File: src/hw/rtl/ske_pkg.sv
// ----------------------------------------------------------------------------
// Sampled k-mer extractor package
// Shared field widths, register indexes and the types passed between modules.
// ----------------------------------------------------------------------------
package ske_pkg;

    localparam int KLEN_W     = 5;
    localparam int WIN_W      = 10;
    localparam int CFG_DATA_W = 10;
    localparam int CFG_IDX_W  = 1;
    localparam int VALUE_W    = 62;
    localparam int OFFSET_W   = 48;
    localparam int SEEN_W     = 6;

    localparam logic [CFG_IDX_W-1:0] REG_KMER_LENGTH   = 1'b0;
    localparam logic [CFG_IDX_W-1:0] REG_SAMPLE_WINDOW = 1'b1;

    localparam logic [KLEN_W-1:0] KLEN_RESET = 5'd15;
    localparam logic [WIN_W-1:0]  WIN_RESET  = 10'd1;

    typedef struct packed {
        logic [KLEN_W-1:0] kmer_length;
        logic [WIN_W-1:0]  sample_window;
    } ske_cfg_t;

    typedef struct packed {
        logic [VALUE_W-1:0]  kmer_value;
        logic [OFFSET_W-1:0] kmer_offset;
    } ske_result_t;

endpackage

File: src/hw/rtl/sampled_kmer_extractor_top.sv
// ----------------------------------------------------------------------------
// Sampled k-mer extractor
// Takes one 2-bit base per cycle while not stalled and emits every sampled
// k-mer with its global start offset. A base is registered on acceptance and
// processed once the result queue has room: the window state is updated and a
// sampled k-mer is written to a two-entry result queue, whose head drives the
// outputs. The block sustains one base per cycle; input requests stall only
// while the result queue is full.
// ----------------------------------------------------------------------------
module sampled_kmer_extractor_top #(
    parameter int MAX_KMER_LENGTH = 31,
    parameter int POSITION_BITS   = 48,
    parameter int WINDOW_BITS     = 10
) (
    input  logic                              clk,
    input  logic                              rst_n,
    input  logic                              cfg_wr_en,
    input  logic [ske_pkg::CFG_IDX_W-1:0]     cfg_index,
    input  logic [ske_pkg::CFG_DATA_W-1:0]    cfg_data,
    input  logic                              in_valid,
    output logic                              in_stall,
    input  logic [1:0]                        base_code,
    input  logic                              last_base,
    output logic                              out_valid,
    input  logic                              out_stall,
    output logic [ske_pkg::VALUE_W-1:0]       kmer_value,
    output logic [ske_pkg::OFFSET_W-1:0]      kmer_offset
);
    import ske_pkg::*;

    ske_cfg_t    cfg_reg;
    ske_result_t core_result;
    ske_result_t out_data;
    logic        core_push;
    logic        buf_ready;

    always_ff @(posedge clk or negedge rst_n)
    begin
        if (!rst_n)
        begin
            cfg_reg.kmer_length   <= KLEN_RESET;
            cfg_reg.sample_window <= WIN_RESET;
        end
        else if (cfg_wr_en)
        begin
            case (cfg_index)
                REG_KMER_LENGTH:   cfg_reg.kmer_length   <= cfg_data[KLEN_W-1:0];
                REG_SAMPLE_WINDOW: cfg_reg.sample_window <= cfg_data[WIN_W-1:0];
                default:           cfg_reg <= cfg_reg;
            endcase
        end
    end

    ske_core #(
        .MAX_KMER_LENGTH (MAX_KMER_LENGTH),
        .POSITION_BITS   (POSITION_BITS),
        .WINDOW_BITS     (WINDOW_BITS)
    ) u_core (
        .clk       (clk),
        .rst_n     (rst_n),
        .cfg       (cfg_reg),
        .in_valid  (in_valid),
        .in_stall  (in_stall),
        .base_code (base_code),
        .last_base (last_base),
        .buf_ready (buf_ready),
        .push      (core_push),
        .result    (core_result)
    );

    ske_out_buf u_out_buf (
        .clk       (clk),
        .rst_n     (rst_n),
        .push      (core_push),
        .push_data (core_result),
        .buf_ready (buf_ready),
        .out_valid (out_valid),
        .out_stall (out_stall),
        .out_data  (out_data)
    );

    assign kmer_value  = out_data.kmer_value;
    assign kmer_offset = out_data.kmer_offset;

`ifndef SYNTH
    a_no_push_when_full: assert property (@(posedge clk) disable iff (!rst_n)
        core_push |-> buf_ready)
        else $error("result pushed into a full queue");

    a_stall_only_when_full: assert property (@(posedge clk) disable iff (!rst_n)
        in_stall |-> !buf_ready)
        else $error("input stalled while the result queue has room");

    a_result_leaves_by_pop: assert property (@(posedge clk) disable iff (!rst_n)
        $fell(out_valid) |-> $past(!out_stall))
        else $error("queued result dropped without being taken");
`endif

endmodule

File: src/hw/rtl/ske_core.sv
// ----------------------------------------------------------------------------
// Sampled k-mer extractor core
// Input register, per-sequence window state and the sampling decision.
// ----------------------------------------------------------------------------
module ske_core #(
    parameter int MAX_KMER_LENGTH = 31,
    parameter int POSITION_BITS   = 48,
    parameter int WINDOW_BITS     = 10
) (
    input  logic                      clk,
    input  logic                      rst_n,
    input  ske_pkg::ske_cfg_t         cfg,
    input  logic                      in_valid,
    output logic                      in_stall,
    input  logic [1:0]                base_code,
    input  logic                      last_base,
    input  logic                      buf_ready,
    output logic                      push,
    output ske_pkg::ske_result_t      result
);
    import ske_pkg::*;

    localparam int SW    = 2 * MAX_KMER_LENGTH;
    localparam int CMP_W = ((WINDOW_BITS > WIN_W) ? WINDOW_BITS : WIN_W) + 1;
    localparam int OFF_W = (POSITION_BITS > OFFSET_W) ? POSITION_BITS : OFFSET_W;
    localparam logic [KLEN_W-1:0] KMAX = KLEN_W'(MAX_KMER_LENGTH);

    logic                     in_valid_reg;
    logic [1:0]               code_reg;
    logic                     last_reg;
    logic [SW-1:0]            shift_reg;
    logic [SW-1:0]            shift_next;
    logic [SEEN_W-1:0]        seen_reg;
    logic [SEEN_W-1:0]        seen_next;
    logic [WINDOW_BITS-1:0]   phase_reg;
    logic [WINDOW_BITS-1:0]   phase_next;
    logic [POSITION_BITS-1:0] pos_reg;
    logic [POSITION_BITS-1:0] pos_next;

    logic                     advance;
    logic [KLEN_W-1:0]        k_eff;
    logic [WIN_W-1:0]         w_eff;
    logic [SW+1:0]            shift_cat;
    logic [SW-1:0]            shift_new;
    logic [SEEN_W-1:0]        seen_new;
    logic                     full;
    logic [SW-1:0]            kmask;
    logic [CMP_W-1:0]         phase_inc;
    logic [OFF_W-1:0]         offset_full;

    assign advance  = in_valid_reg && buf_ready;
    assign in_stall = in_valid_reg && !buf_ready;

    always_comb
    begin
        if (cfg.kmer_length == '0)
        begin
            k_eff = KLEN_W'(1);
        end
        else if (cfg.kmer_length > KMAX)
        begin
            k_eff = KMAX;
        end
        else
        begin
            k_eff = cfg.kmer_length;
        end
        w_eff = (cfg.sample_window == '0) ? WIN_W'(1) : cfg.sample_window;

        shift_cat = {shift_reg, code_reg};
        shift_new = shift_cat[SW-1:0];
        seen_new  = (seen_reg == '1) ? seen_reg : seen_reg + SEEN_W'(1);
        full      = seen_new >= SEEN_W'(k_eff);

        for (int i = 0; i < SW; i++)
        begin
            kmask[i] = 7'(i) < {1'b0, k_eff, 1'b0};
        end

        offset_full = OFF_W'(pos_reg) - OFF_W'(k_eff) + OFF_W'(1);
        result.kmer_value  = VALUE_W'(shift_new & kmask);
        result.kmer_offset = offset_full[OFFSET_W-1:0];
        push = advance && full && (phase_reg == '0);

        phase_inc  = CMP_W'(phase_reg) + CMP_W'(1);
        phase_next = phase_reg;
        if (full)
        begin
            phase_next = (phase_inc >= CMP_W'(w_eff)) ? '0 : phase_inc[WINDOW_BITS-1:0];
        end
        pos_next   = (pos_reg == '1) ? pos_reg : pos_reg + POSITION_BITS'(1);
        shift_next = shift_new;
        seen_next  = seen_new;
        if (last_reg)
        begin
            shift_next = '0;
            seen_next  = '0;
            phase_next = '0;
        end
    end

    always_ff @(posedge clk or negedge rst_n)
    begin
        if (!rst_n)
        begin
            in_valid_reg <= 1'b0;
            shift_reg    <= '0;
            seen_reg     <= '0;
            phase_reg    <= '0;
            pos_reg      <= '0;
        end
        else
        begin
            if (!in_stall)
            begin
                in_valid_reg <= in_valid;
            end
            if (advance)
            begin
                shift_reg <= shift_next;
                seen_reg  <= seen_next;
                phase_reg <= phase_next;
                pos_reg   <= pos_next;
            end
        end
    end

    always_ff @(posedge clk)
    begin
        if (in_valid && !in_stall)
        begin
            code_reg <= base_code;
            last_reg <= last_base;
        end
    end

endmodule

File: src/hw/rtl/ske_out_buf.sv
// ----------------------------------------------------------------------------
// Sampled k-mer extractor result buffer
// Two-entry result queue that decouples the core from a stalled consumer.
// ----------------------------------------------------------------------------
module ske_out_buf (
    input  logic                 clk,
    input  logic                 rst_n,
    input  logic                 push,
    input  ske_pkg::ske_result_t push_data,
    output logic                 buf_ready,
    output logic                 out_valid,
    input  logic                 out_stall,
    output ske_pkg::ske_result_t out_data
);
    import ske_pkg::*;

    ske_result_t entry_reg [2];
    logic        head_reg;
    logic        head_next;
    logic [1:0]  count_reg;
    logic [1:0]  count_next;
    logic        pop;
    logic        wr_idx;

    assign out_valid = count_reg != 2'd0;
    assign buf_ready = count_reg != 2'd2;
    assign pop       = out_valid && !out_stall;
    assign wr_idx    = head_reg ^ count_reg[0];
    assign out_data  = entry_reg[head_reg];

    always_comb
    begin
        head_next  = pop ? !head_reg : head_reg;
        count_next = count_reg + 2'(push) - 2'(pop);
    end

    always_ff @(posedge clk or negedge rst_n)
    begin
        if (!rst_n)
        begin
            head_reg  <= 1'b0;
            count_reg <= 2'd0;
        end
        else
        begin
            head_reg  <= head_next;
            count_reg <= count_next;
        end
    end

    always_ff @(posedge clk)
    begin
        if (push)
        begin
            entry_reg[wr_idx] <= push_data;
        end
    end

endmodule

File: config.mk
export PLATFORM = sky130hd
export DESIGN_NAME = sampled_kmer_extractor_top
export DESIGN_NICKNAME = d
export VERILOG_FILES = /design/src/hw/rtl/ske_pkg.sv /design/src/hw/rtl/sampled_kmer_extractor_top.sv /design/src/hw/rtl/ske_core.sv /design/src/hw/rtl/ske_out_buf.sv
export SDC_FILE = /design/constraint.sdc
export NUM_CORES = 1
export LEC_CHECK = 0
export BUFFER_PORTS_ARGS = -buffer_cell sky130_fd_sc_hd__buf_4
export CORE_UTILIZATION = 60
export CTS_BUF_LIST = sky130_fd_sc_hd__clkbuf_2 sky130_fd_sc_hd__clkbuf_4 sky130_fd_sc_hd__clkbuf_8
export DETAILED_ROUTE_END_ITERATION = 12
export PLACE_DENSITY = 0.82
export SYNTH_ARGS = -nofsm -noshare
export SYNTH_HDL_FRONTEND = slang
export SYNTH_SLANG_ARGS = --single-unit
File: constraint.sdc
create_clock -name clk -period 9.67 [get_ports clk]
set_input_delay 1.934 -clock clk [delete_from_list [all_inputs] [get_ports clk]]
set_output_delay 1.934 -clock clk [all_outputs]
set_load 0.02 [all_outputs]
==> summary.md, run 1 <==
| Metric | Value |
|---|---|
| Die H | `177 um` |
| Synth top area share | `36.5%` |
| Unique masters post-synth | `62` |
| FF+latch count, synth | `366` |
| Max Cap Violations | `0` |
| Total power | `5.65 mW` |
| Largest net degree at the start of global routing | `128` |
| Worst-Margin Slew | `1.15 ns` |
| Commonest non-fill, non-tap cell in the layout | `edfxtp_1` |
| TritonCTS Buffers | `56` |
| Vias | `12.2k` |
| Die Area | `31,300 um2` |
| Worst Setup Slack, final | `4.87 ns` |
| Top FF cell, synth | `edfxtp_1` |
| Status | `completed` |
| WP depth | `3` |
| Most frequent cells in the layout | `223 x edfxtp_1, 207 x nand2_1, 137 x dfrtp_1` |
| Fin crit share | `49.7%` |
| Origin of the critical flop-to-flop path | `cfg_reg[12]$_DFFE_PN1P_` |
| Fin. max-slew vios | `0` |
| Reg2Reg Setup Slack | `4.92 ns` |
| Critical-path top delay cell | `dfrtp_4` |
| Final Hold Vio Count | `0` |
| CP endpoint kind | `primary output` |
| Die Wd | `177 um` |
| Vias in the first global route | `12.2k` |
| Setup repair after global routing missed its margin | `no` |
| Htree depth | `2` |
| CP delay by family, top | `buffers and inverters` |
| P per Cell Area | `270 nW/um2` |
| Clock transition at path regs | `0.06 ns` |
| Leading area contributor after synthesis | `edfxtp_1` |
| FP Rows | `63` |
| Max reg flops | `220` |
| Hold Buf Count CTS | `0` |
| Final WL | `38,100 um` |
| PostCTS Resize Cnt | `0` |
| DRC viols | `0` |
| IO Port Bufs | `130` |
| Main area contributors after synthesis | `edfxtp_1 36%, dfrtp_1 19%, ha_1 7.8%` |
| Synth Instances | `1,562` |
| GRT Residual Overflow | `0` |
| Area grow syn2layout | `13.9%` |
| # setup viols final | `0` |
| Synthesized area | `18,400 um2` |
| Core area | `29,900 um2` |
| Seq/Total Area, Yosys | `56.0%` |
| Worst hold slack | `0.486 ns` |
| Setup TNS | `0 ns` |
| Worst Path Arrival | `2.87 ns` |
| HPWL after DPL | `26,300 um` |
| Clock Latency Late Sink | `0.62 ns` |
| Syn avg cell area | `11.8 um2` |
| CP Launch Type | `register` |
| Post-route ant nets | `0` |
| Non-Filler Instances | `2,133` |
| Max incr delay on CP | `0.89 ns` |
| Gpl congestion | `0.944` |
| Cell leakage power | `8.93 nW` |
| CTS tree | `done` |
| Antenna violations before repair | `0` |
| Initial core utilization | `61.5%` |
| Post-synth ARST share | `39.1%` |
| CP endpoint | `kmer_offset[36]` |
| Layout cells sized above 1 | `22.4%` |
| First-pass GRT wire length | `60,700 um` |
| HP Class | `register to register` |
| Total GRT Usage | `24.6%` |
| Max transition margin | `23.2%` |
| ANT cells | `0` |
| Final Critical Period | `4.80 ns` |
| Ports | `131` |
| Fin nets | `1,829` |
| Routed vias/inst | `5.73` |
| Worst path cell trace | `buf_4, mux2_2, buf_4` |
| Fin util | `70.0%` |
| Drt pass-1 iters | `5` |
| Worst R2R End | `u_out_buf.entry_reg[0][41]$_DFFE_PP_` |
| Req. time, crit path | `7.74 ns` |
| DP Worst Slack | `5.02 ns` |
| Syn. warnings | `0` |
| Mapped Nets | `1,696` |
| Maximum clock frequency | `0.208 GHz` |
| Cell Area, Placed | `19,700 um2` |
| Clock Path Buffers | `3` |
| Worst ir drop on vdd | `0.187 mV` |
| CTS root buf | `clkbuf_8` |
| Sinks on the clock net | `366` |
| Buffers & Inverters on Critical Path | `2` |
| Clock Skew | `0.0334 ns` |
| Avg WL per Cell | `17.8 um` |
| Placed insts | `2,027` |
| Reg2Reg Depth | `18` |
| Critical path origin | `u_out_buf.head_reg$_DFFE_PN0P_` |
| EDFF count, synth | `223` |
| Most used cell, CP | `buf_4` |
| CP Class | `register to primary output` |
| Layout Cell Area excl Fill | `20,900 um2` |
| Max Fanout on Critical Path | `58` |
| Initial DRC Count | `1,067` |
| Post-CTS setup buffer count | `0` |
report_power, final:
part | switching, mW | internal [mW] | total, mW
sequential | 0.145 | 2.09 | 2.23
clock | 0.592 | 0.763 | 1.36
combinational | 1.21 | 0.860 | 2.07
total | 1.94 | 3.71 | 5.65
kinds of logic after synthesis:
family	synth area share, %
muxes	7.48
xor gates and xnor gates	4.72
and+or+nand+nor	11.3
adders and majority gates	7.87
buffers and inverters	3.02
AOI/OAI and AO/OA	9.62
DFF	56.0
how the worst min path moves through the flow:
stage / from / end / slack [ns] / depth (start not counted)
detailed placement: u_core.shift_reg[58]$_DFFE_PN0P_ / u_core.shift_reg[58]$_DFFE_PN0P_ / 0.48 / 2
floorplan: u_core.shift_reg[58]$_DFFE_PN0P_ / u_core.shift_reg[58]$_DFFE_PN0P_ / 0.44 / 2
CTS: u_core.shift_reg[58]$_DFFE_PN0P_ / u_core.shift_reg[58]$_DFFE_PN0P_ / 0.49 / 2
global route: u_core.pos_reg[47]$_DFFE_PN0P_ / u_core.pos_reg[47]$_DFFE_PN0P_ / 0.51 / 1
global placement: u_core.shift_reg[58]$_DFFE_PN0P_ / u_core.shift_reg[58]$_DFFE_PN0P_ / 0.46 / 2
finish: u_core.shift_reg[59]$_DFFE_PN0P_ / u_core.shift_reg[59]$_DFFE_PN0P_ / 0.49 / 2
cell type report:
| type | instances | area [um2] |
|---|---|---|
| Sequential cell | 366 | 10300 |
| Fill cell | 2110 | 8950 |
| Multi-Input combinational cell | 1050 | 7560 |
| Clock buffer | 91 | 1110 |
| Timing Repair Buffer | 137 | 1030 |
| Tap cell | 390 | 488 |
| Inverter | 84 | 315 |
| Clock inverter | 15 | 128 |
tightest hold or removal path, delay by kind of cell (launching register included):
family	cells	cell delay, ns
simple gates	1	0.04
flops	1	0.34
compound gates	1	0.07
metal layers:
metal,global-route usage (%),part of all wire (%)
met2,41.7,50
met1,32.2,43
met3,3.76,5.2
met5,0,0
met4,8.19,2.6
cell usage after synthesis, types with 4 or more instances:
master	n
nand4_1	15
or2_2	7
nor2_1	48
edfxtp_1	223
nand2b_1	8
o211a_1	4
o21a_1	9
a31oi_1	10
clkbuf_1	57
buf_1	4
o211ai_1	11
nor2b_1	32
nand2_1	208
o311a_1	6
and4_1	5
or3_1	4
nand3_1	29
xor2_1	20
o221ai_1	4
xnor2_1	79
a21oi_1	59
ha_1	114
dfrtp_1	138
inv_1	83
a21boi_0	9
o21ai_0	99
and3_1	28
a211oi_1	4
a21o_1	27
and2_1	20
o21bai_1	7
dfstp_2	5
mux2_2	122
nor3_1	15
o31ai_1	4
Note: power is estimated with default switching activity, not from simulation.
==> run 2: changes to the inputs <==
ABC_AREA = 1   (was not set)
CORE_UTILIZATION = 57   (was 60)
clock period = 4.05 ns   (was 9.67 ns; I/O delays follow)
==> run 2 against run 1 <==
  * Final area is 9.5% higher
  * Worst setup slack got worse by 4.6 ns
  * Largest cell class unchanged
  * Clock skew decreased by 0.0076 ns
  * Critical endpoint is now kmer_offset[15]
  * Highest routed layer unchanged
  * Sequential power rose by 130%
  * Non-clock buffer count rose by 22
  * Synthesized cell count grew 52%
  * Critical path depth rose by 2
  * Utilization decreased by 3.7 points
  * Register-to-register slack worse by 4.5 ns
  * Sequential cell count stayed put
==> summary.md, run 2 <==
| Metric | Value |
|---|---|
| Status | `completed (unchanged)` |
| Register share of total power | `35.7% (was 39.5%)` |
| Syn avg cell area | `8.44 um2 (was 11.8 um2)` |
| Non-Filler Instances | `3,038 (was 2,133)` |
| Clock Latency Late Sink | `0.66 ns (was 0.62 ns)` |
| Cell leakage power | `11.2 nW (was 8.93 nW)` |
| CP delay by family, top | `buffers and inverters (unchanged)` |
| Comb pwr share | `41.4% (was 36.6%)` |
| Top FF cell, synth | `edfxtp_1 (unchanged)` |
| # setup viols final | `0 (unchanged)` |
| GR Util met3 | `3.34% (was 3.76%)` |
| Avg WL per Cell | `17.9 um (was 17.8 um)` |
| Die Wd | `190 um (was 177 um)` |
| Antenna violations before repair | `0 (unchanged)` |
| Die Area | `35,900 um2 (was 31,300 um2)` |
| Reg2Reg Setup Slack | `0.42 ns (was 4.92 ns)` |
| Max transition margin | `43.6% (was 23.2%)` |
| Post-synth ARST share | `39.1% (unchanged)` |
| Initial DRC Count | `1,337 (was 1,067)` |
| Layout Cell Area excl Fill | `22,900 um2 (was 20,900 um2)` |
| CP endpoint kind | `primary output (unchanged)` |
| Sw frac | `40.3% (was 34.4%)` |
| Worst Path Arrival | `3.01 ns (was 2.87 ns)` |
| Fillcell total | `2,813 (was 2,110)` |
| Clock Path Buffers | `3 (unchanged)` |
| Post-CTS setup buffer count | `0 (unchanged)` |
| TritonCTS Buffers | `56 (unchanged)` |
| Synth top area share | `33.4% (was 36.5%)` |
| HP Class | `primary input to async pin (was register to register)` |
| Largest net degree at the start of global routing | `85 (was 128)` |
| Max incr delay on CP | `0.75 ns (was 0.89 ns)` |
| Vias in the first global route | `16.1k (was 12.2k)` |
| Unique masters post-synth | `41 (was 62)` |
| Total GRT Usage | `30.8% (was 24.6%)` |
| Max reg flops | `220 (unchanged)` |
| Sw Pwr | `5.88 mW (was 1.94 mW)` |
| Clock transition at path regs | `0.06 ns (about the same)` |
| Final WL | `54,400 um (was 38,100 um)` |
| Worst hold slack | `0.189 ns (was 0.486 ns)` |
| Routed vias/inst | `5.48 (was 5.73)` |
| Commonest non-fill, non-tap cell in the layout | `nand2_1 (was edfxtp_1)` |
| Mapped Nets | `2,510 (was 1,696)` |
| Area grow syn2layout | `14.2% (was 13.9%)` |
| Worst path cell trace | `clkinv_2, buf_12, nand2_1, nand2_1, buf_4 (was buf_4, mux2_2, buf_4)` |
| Vias | `16.7k (was 12.2k)` |
| IO Port Bufs | `130 (unchanged)` |
| CTS tree | `done (unchanged)` |
| Die H | `190 um (was 177 um)` |
| CP Launch Type | `register (unchanged)` |
| Layout cells sized above 1 | `11.3% (was 22.4%)` |
| Most frequent cell after synthesis | `nand2_1 (was edfxtp_1)` |
| Placed insts | `2,926 (was 2,027)` |
| Worst-Margin Slew | `0.846 ns (was 1.15 ns)` |
| Max Fanout on Critical Path | `68 (was 58)` |
| Met1 Usage GRT | `39.9% (was 32.2%)` |
| Gpl congestion | `1.04 (was 0.944)` |
| PostCTS Resize Cnt | `0 (unchanged)` |
| Hold Buf Count CTS | `0 (unchanged)` |
| Post-route ant nets | `0 (unchanged)` |
| CP Class | `register to primary output (unchanged)` |
| DRC viols | `0 (unchanged)` |
| Core area | `34,500 um2 (was 29,900 um2)` |
| Worst Setup Slack, final | `0.229 ns (was 4.87 ns)` |
| HPWL after DPL | `41,100 um (was 26,300 um)` |
| Critical-path top delay cell | `dfrtp_4 (unchanged)` |
| DP Worst Slack | `0.418 ns (was 5.02 ns)` |
| EDFF count, synth | `223 (unchanged)` |
| Maximum clock frequency | `0.262 GHz` |
| Most used cell, CP | `nand2_1 (was buf_4)` |
| Final Hold Vio Count | `0 (unchanged)` |
| Ports | `131 (unchanged)` |
| Seq/Total Area, Yosys | `51.3% (was 56.0%)` |
| Worst ir drop on vdd | `0.437 mV (was 0.187 mV)` |
| Max Cap Violations | `0 (unchanged)` |
| First-pass GRT wire length | `85,400 um (was 60,700 um)` |
| Htree depth | `2 (unchanged)` |
| Req. time, crit path | `3.24 ns (was 7.74 ns)` |
| Fin nets | `2,669 (was 1,829)` |
| P per Cell Area | `637 nW/um2 (was 270 nW/um2)` |
| Buffers & Inverters on Critical Path | `3 (was 2)` |
| Leading area contributor after synthesis | `edfxtp_1 (unchanged)` |
| Drt pass-1 iters | `6 (was 5)` |
| Origin of the critical flop-to-flop path | `u_core.seen_reg[0]$_DFFE_PN0P_ (was cfg_reg[12]$_DFFE_PN1P_)` |
| Fin util | `66.3% (was 70.0%)` |
| Setup repair after global routing missed its margin | `no (unchanged)` |
| FP Rows | `68 (was 63)` |
| ANT cells | `0 (unchanged)` |
| Fin. max-slew vios | `0 (unchanged)` |
| Synthesized area | `20,100 um2 (was 18,400 um2)` |
| Fin crit share | `94.4%` |
| WP depth | `5 (was 3)` |
| Top cells by count, synth | `778 x nand2_1, 335 x inv_1, 223 x edfxtp_1 (was 223 x edfxtp_1, 208 x nand2_1, 138 x dfrtp_1)` |
| Most frequent cells in the layout | `777 x nand2_1, 333 x inv_1, 223 x edfxtp_1 (was 223 x edfxtp_1, 207 x nand2_1, 137 x dfrtp_1)` |
| Syn. warnings | `0 (unchanged)` |
| Cell Area, Placed | `21,600 um2 (was 19,700 um2)` |
| Total power | `14.6 mW (was 5.65 mW)` |
| Main area contributors after synthesis | `edfxtp_1 33%, dfrtp_1 17%, nand2_1 15% (was edfxtp_1 36%, dfrtp_1 19%, ha_1 7.8%)` |
| Sinks on the clock net | `366 (unchanged)` |
| Setup TNS | `0 ns (unchanged)` |
| Final Critical Period | `3.82 ns` |
| Pint | `8.70 mW (was 3.71 mW)` |
| Met2 usage | `52.5% (was 41.7%)` |
| Clock Skew | `0.0258 ns (was 0.0334 ns)` |
| Initial core utilization | `58.1% (was 61.5%)` |
| Reg2Reg Depth | `21 (was 18)` |
| FF+latch count, synth | `366 (unchanged)` |
| Worst R2R End | `u_out_buf.entry_reg[0][96]$_DFFE_PP_ (was u_out_buf.entry_reg[0][41]$_DFFE_PP_)` |
| Gr busiest metal | `met2 (unchanged)` |
| Clk pwr share | `22.9% (was 24.0%)` |
| CTS root buf | `clkbuf_8 (unchanged)` |
| GRT Residual Overflow | `0 (unchanged)` |
| Synth Instances | `2,376 (was 1,562)` |
[run 2: cell count changes after synthesis, moves of 48 or more]
cell     delta
nand2_1   +570
inv_1     +252
nor2_1    +160
mux2_2    -122
xnor2_1    -67
o22ai_1    +62
nand3_1    +48
[run 2: worst max path at each step]
stage / start / slack [ns] / end
detailed placement: u_core.seen_reg[0]$_DFFE_PN0P_ / 0.42 / u_out_buf.entry_reg[1][97]$_DFFE_PP_
floorplan: u_core.seen_reg[0]$_DFFE_PN0P_ / -0.06 / u_out_buf.entry_reg[1][0]$_DFFE_PP_
CTS: u_out_buf.head_reg$_DFFE_PN0P_ / 0.20 / kmer_offset[41]
global placement: u_core.seen_reg[0]$_DFFE_PN0P_ / 0.55 / u_out_buf.entry_reg[1][99]$_DFFE_PP_
finish: u_out_buf.head_reg$_DFFE_PN0P_ / 0.23 / kmer_offset[15]
global route: u_core.seen_reg[1]$_DFFE_PN0P_ / 0.05 / u_out_buf.entry_reg[0][96]$_DFFE_PP_
[run 2: logic make-up after synthesis]
logic type	count (synthesis)	synth area share (%)
compound gates	252	6.93
fa+ha+maj	115	7.21
simple gates	1166	23.5
flops	366	51.3
xor+xnor	79	3.45
buf+inv	398	7.65
[run 2: layout make-up]
class	instances	area (um2)	share of cell area, %
inverters	340	1280	5.58
well taps	455	569	2.48
flip-flops and latches	366	10300	44.9
clock buffers	85	1040	4.56
repair buffers	159	1260	5.50
multi-input cells	1612	8270	36.1
clock inverters	21	205	0.896
[run 2: metal layers]
metal / share of wire, % / vias to the layer above
met2: 49 / 646
met3: 6.0 / 127
met5: 0 / -
met1: 41 / 7887
li1: - / 7998
met4: 3.8 / 0
[run 2: power by group through the flow]
stage | registers (mW) | logic (mW) | clock network (mW)
4_1_cts | 5.20 | 6.01 | 3.39
3_5_place_dp | 5.27 | 5.96 | 0
3_3_place_gp | 5.24 | 5.84 | 0
2_1_floorplan | 5.13 | 3.87 | 0
6_report | 5.20 | 6.04 | 3.34
5_1_grt | 5.25 | 6.55 | 3.53
